$ cat src/design/ransdec_pkg.sv
// Shared types and constants for the order-0 interleaved rANS decoder.
// No dependencies.
package ransdec_pkg;

	// Command codes carried in the low bits of the input transaction
	typedef enum logic [1:0] {
		CMD_LOAD_SLOT = 2'd0,
		CMD_LOAD_LANE = 2'd1,
		CMD_DECODE    = 2'd2,
		CMD_TAIL      = 2'd3
	} cmd_t;

	localparam int unsigned STATE_W   = 32;
	localparam int unsigned WORD_W    = 16;
	localparam int unsigned SYM_W     = 8;
	localparam int unsigned FREQ_W    = 13;
	localparam int unsigned LANE_IW   = 5;   // width of lane_select field
	localparam int unsigned RENORM_SH = 15;  // renormalize below 2^15

	// One item moving down the pipeline
	typedef struct packed {
		cmd_t                 cmd;
		logic [LANE_IW-1:0]   lane;
		logic [STATE_W-1:0]   state;
		logic [WORD_W-1:0]    word;
		logic                 tail_ok;
		logic                 err;
	} item_t;

	// Lane state write from the add/renormalize stage
	typedef struct packed {
		logic                 en;
		logic [LANE_IW-1:0]   lane;
		logic [STATE_W-1:0]   state;
	} lane_wr_t;

	// Decodes still in flight, used for hazard checks
	typedef struct packed {
		logic                 dec_s1;
		logic [LANE_IW-1:0]   lane_s1;
		logic                 dec_s2;
		logic [LANE_IW-1:0]   lane_s2;
	} pend_t;

endpackage

$ cat src/design/ransdec_datapath.sv
// Decode datapath: multiply stage, add/renormalize stage, output register.
// Depends on ransdec_pkg; slot data arrives from the slot RAM in stage 1.
module ransdec_datapath
	import ransdec_pkg::*;
#(
	parameter int unsigned FREQ_BITS = 12
) (
	input  logic                 clk,
	input  logic                 arst_n,
	input  logic                 adv,
	input  logic                 in_valid,
	input  item_t                in_item,
	input  logic [SYM_W-1:0]     slot_sym,
	input  logic [FREQ_W-1:0]    slot_freq,
	input  logic [FREQ_BITS-1:0] slot_offs,
	output lane_wr_t             upd,
	output pend_t                pend,
	output logic                 out_valid,
	output logic [SYM_W-1:0]     out_sym,
	output logic                 out_consumed,
	output logic                 out_err
);

	localparam int unsigned QW = STATE_W - FREQ_BITS;
	localparam int unsigned PW = QW + FREQ_W;

	logic                 v_s1, v_s2, out_v_q;
	item_t                it_s1, it_s2;
	logic [STATE_W-1:0]   prod_s2;
	logic [FREQ_BITS-1:0] offs_s2;
	logic [SYM_W-1:0]     sym_s2;
	logic [SYM_W-1:0]     sym_q;
	logic                 consumed_q, err_q;

	logic [PW-1:0]        prod_full;
	logic [SYM_W-1:0]     sym_sel;
	logic [STATE_W-1:0]   nx;
	logic                 low;
	logic [STATE_W-1:0]   new_state;
	logic                 is_dec_s2;

	// stage 1: frequency times the upper state bits
	assign prod_full = slot_freq * it_s1.state[STATE_W-1:FREQ_BITS];

	always_comb begin
		case (it_s1.cmd)
			CMD_DECODE: sym_sel = slot_sym;
			CMD_TAIL:   sym_sel = it_s1.tail_ok ? slot_sym : '0;
			default:    sym_sel = '0;
		endcase
	end

	// stage 2: add offset, renormalize with one stream word
	assign nx        = prod_s2 + STATE_W'(offs_s2);
	assign low       = (nx[STATE_W-1:RENORM_SH] == '0);
	assign new_state = low ? {nx[WORD_W-1:0], it_s2.word} : nx;
	assign is_dec_s2 = (it_s2.cmd == CMD_DECODE);

	// control registers
	always_ff @(posedge clk or negedge arst_n) begin
		if (!arst_n) begin
			v_s1    <= 1'b0;
			v_s2    <= 1'b0;
			out_v_q <= 1'b0;
		end else if (adv) begin
			v_s1    <= in_valid;
			v_s2    <= v_s1;
			out_v_q <= v_s2;
		end
	end

	// payload registers
	always_ff @(posedge clk) begin
		if (adv) begin
			it_s1      <= in_item;
			it_s2      <= it_s1;
			prod_s2    <= STATE_W'(prod_full);
			offs_s2    <= slot_offs;
			sym_s2     <= sym_sel;
			sym_q      <= sym_s2;
			consumed_q <= is_dec_s2 && low;
			err_q      <= it_s2.err;
		end
	end

	// lane write-back as the item leaves stage 2
	assign upd.en    = adv && v_s2 && is_dec_s2;
	assign upd.lane  = it_s2.lane;
	assign upd.state = new_state;

	assign pend.dec_s1  = v_s1 && (it_s1.cmd == CMD_DECODE);
	assign pend.lane_s1 = it_s1.lane;
	assign pend.dec_s2  = v_s2 && is_dec_s2;
	assign pend.lane_s2 = it_s2.lane;

	assign out_valid    = out_v_q;
	assign out_sym      = sym_q;
	assign out_consumed = consumed_q;
	assign out_err      = err_q;

endmodule

$ cat config.mk
export PLATFORM = sky130hd
export DESIGN_NAME = ransdec_datapath
export DESIGN_NICKNAME = d
export VERILOG_FILES = /design/src/design/ransdec_pkg.sv /design/src/design/ransdec_datapath.sv
export SDC_FILE = /design/constraint.sdc
export NUM_CORES = 1
export LEC_CHECK = 0
export ABC_AREA = 1
export CELL_PAD_IN_SITES_DETAIL_PLACEMENT = 1
export CELL_PAD_IN_SITES_GLOBAL_PLACEMENT = 1
export CORE_UTILIZATION = 35
export DETAILED_ROUTE_END_ITERATION = 8
export DONT_BUFFER_PORTS = 1
export PLACE_DENSITY_LB_ADDON = 0.15
export REMOVE_ABC_BUFFERS = 1
export SLEW_MARGIN = 20
export SYNTH_ARGS = -nofsm -noshare
export SYNTH_HDL_FRONTEND = slang
export SYNTH_SLANG_ARGS = --single-unit
$ cat constraint.sdc
create_clock -name clk -period 6.1 [get_ports clk]
set_input_delay 0.305 -clock clk [delete_from_list [all_inputs] [get_ports clk]]
set_output_delay 0.305 -clock clk [all_outputs]
set_load 0.02 [all_outputs]
==> impl_metrics.toml <==
[run_status]
status = "finished clean"

[sta]
rsz0062_at_grt = "false"
slew-limit-headroom_pct = 46.6
min_period_ns = 5.62
worst_pin_slew_ns = 0.801
setup-tns-final_ns = 0
fin_ws_ns = 0.481
finClkSkew_ns = 0.0149
setup_viol = 0
finalMaxSlewViolations = 0
fin_crit_sh_pct = 92.1
max_freq_mhz = 178
final_hold_viol_count = 0

[clock_network]
post_cts_buffers = 0
clock_sinks = 134
cts_tree = "built"
cts_root_buffer = "clkbuf_16"
clk_path_buf_depth = 2
cts_inserted_buffers = 17
clkLatencyLatePin_ns = 0.47
cts_max_level = 4
clkTransAtPathRegs_ns = 0.07
cts-resized-gates = 0

[placed_design]
dp_hpwl_mm = 31.4
dpl-instance-area_sq_um = 15400
port_buffers = 0
dpl_worst_slack_ns = 0.435
gp_congestion = 0.818

[finish]
num-nets-final = 2224
area_growth_pct = 10.8
final_cell_area_sq_um = 16600
n_fill_cell = 5066
multi_input_area_sq_um = 8690
drive_above_1_share_pct = 3.07
seq_area_sq_um = 4010
antenna_cells = 0

[synth]
synthTopCellsByArea = "fa_1, edfxtp_1, nand2_1"
yosys_warnings = 0
syn_inst = 1821
synth-seq-cells = 134
synth_top_area_share_pct = 26.5
yosysTopAreaCell = "fa_1"
ys_types = 33
syn_avg_cell_area_sq_um = 8.21
synthArstFlopShare_pct = 2.24
syn_area_sq_um = 15000
synthFlopType = "edfxtp_1"
ys_seq_area_share_pct = 26.8
synth_edf_count = 131

[die]
coreArea_sq_um = 42000
die_x_microns = 209
num_io_pins = 155
fp.dieH_microns = 209
dieArea_sq_um = 43500
start_util_pct = 35.6
rows = 75

[power_and_ir_drop]
leakagePower_nw = 8.91
power_density_nw_per_um2 = 602
vdd_drop_max_v = 0.000440

[grt]
grt_max_degree = 135
first_global_vias = 12500
grt_pass1_wl_mm = 65.5
grt_antenna_before_repair = 0
gr-usage-all-layers_pct = 19.3
overflow = 0

[critical_path]
crit_fanout = 8
endpoint_kind = "flip-flop"
start_kind = "flip-flop"
critPathKind = "flip-flop to flip-flop"
worst_ep_required_time_ns = 6.32
arrival_ns = 5.84

[routing]
ant_nets = 0
num_vias = 11100
dr.first_iter.drc_count = 391
post-route-drc-count = 0
wl_mm = 39.3
wl_per_cell_microns = 16.4
via_per_inst = 4.64
dr.pass1.iters = 4

[run]
cap_violations = 0

[hold_path]
worstHoldPathType = "input port to flip-flop"
## placed cells by master (no fill, tap or decap), drive strengths merged, types with 3 or more instances in the layout
master / count
dlygate4sd3: 61
edfxtp: 131
clkinv: 6
nand3b: 3
o21ai: 21
nand4: 8
nor2: 79
a21oi: 33
clkbuf: 20
a31oi: 6
inv: 508
buf: 12
nand3: 78
xor2: 32
dfrtp: 3
nor3: 10
ha: 87
nand2: 533
xnor2: 12
fa: 198
## Yosys cell counts, types with 6 or more instances
cell type,instances
nand2_1,529
inv_1,503
fa_1,198
edfxtp_1,131
ha_1,87
nand3_1,76
nor2_1,74
clkbuf_1,46
a21oi_1,33
xor2_1,32
o21ai_0,20
buf_4,18
xnor2_1,12
nor3_1,10
nand4_1,8
a31oi_1,6
## power by group
| group | internal [W] | total, W | switching [W] |
|---|---|---|---|
| logic | 0.00261 | 0.00722 | 0.00461 |
| clock network | 0.000611 | 0.00105 | 0.000434 |
| registers | 0.00152 | 0.00171 | 0.000191 |
| total | 0.00474 | 0.00998 | 0.00524 |
## registers in the layout (all words and copies together), names as in the netlist
name and flops:
offs_s2 12, prod_s2 32, pend 10, it_s2 19, v_s2 1, out_sym 8
it_s1 40, out_valid 1, v_s1 1, sym_s2 8, out_consumed 1, out_err 1
## layer usage
| layer | vias to the layer above | track usage, % | part of all wire [%] | routed length [microns] |
|---|---|---|---|---|
| met1 | 5606 | 24.1 | 45 | 17800 |
| met5 | - | 0 | 0 | 0 |
| met3 | 27 | 3.37 | 2.6 | 1020 |
| li1 | 5372 | - | - | - |
| met2 | 116 | 34.6 | 51 | 20100 |
| met4 | 0 | 4.61 | 1.1 | 446 |
## repair_timing
item | in CTS | in global routing
hold buffers | 62 | 0
hold endpoints to repair | 195 | 0
endpoints found under the setup margin | 0 | 0
## critical path, stage by stage (launching register included)
cell and delay, ns:
edfxtp_1 0.58, nand2_1 0.14, inv_1 0.06, fa_1 0.53, inv_1 0.05, fa_1 0.47, inv_1 0.06, fa_1 0.48
fa_1 0.55, inv_1 0.05, fa_1 0.49, inv_1 0.04, ha_1 0.34, nand2_1 0.09, o21ai_0 0.17, a21oi_1 0.10
o21ai_0 0.60, a21oi_1 0.22, o21ai_0 0.26, xor2_1 0.09
## kinds of logic after synthesis
logic type      after synthesis  share of synthesized area [%]
mux                           1                         0.0753
flops                       134                           26.8
buf+inv                     574                           15.1
fa+ha+maj                   285                           33.8
xor+xnor                     44                           2.58
compound gates               68                           2.46
simple gates                715                           19.2
## area by class of cell
cell class	count	area share [%]
multi-input combinational	1113	52.4
sequential	134	24.2
inverter	506	11.5
timing repair buffer	73	4.35
tap	539	4.07
clock buffer	20	2.70
clock inverter	12	0.785
## final timing paths
| check | from | endpoint | slack (ns) | depth (start not counted) |
|---|---|---|---|---|
| max | it_s1[38] | prod_s2[24] | 0.48 | 19 |
| min | slot_sym[7] | sym_s2[7] | 0.05 | 2 |
| max reg2reg | it_s1[38] | prod_s2[24] | 0.48 | 19 |
| min reg2reg | it_s1[15] | it_s2[15] | 0.42 | 0 |
| max in group asynchronous | arst_n | out_valid | 5.84 | 1 |
| min in group asynchronous | arst_n | v_s2 | 0.10 | 1 |
## per-stage QoR
step	cells	hold WS [ns]	util, %	total power (W)
2_1_floorplan	1753	0.00941	-	0.00707
3_3_place_gp	2303	0.00949	36.5	0.00892
3_5_place_dp	2303	0.00947	36.5	0.00905
4_1_cts	2397	0.00537	39.4	0.0102
5_1_grt	2397	0.0359	39.4	0.0112
6_report	2397	0.0540	39.4	0.00998
Power figures use the tool's default switching activity.
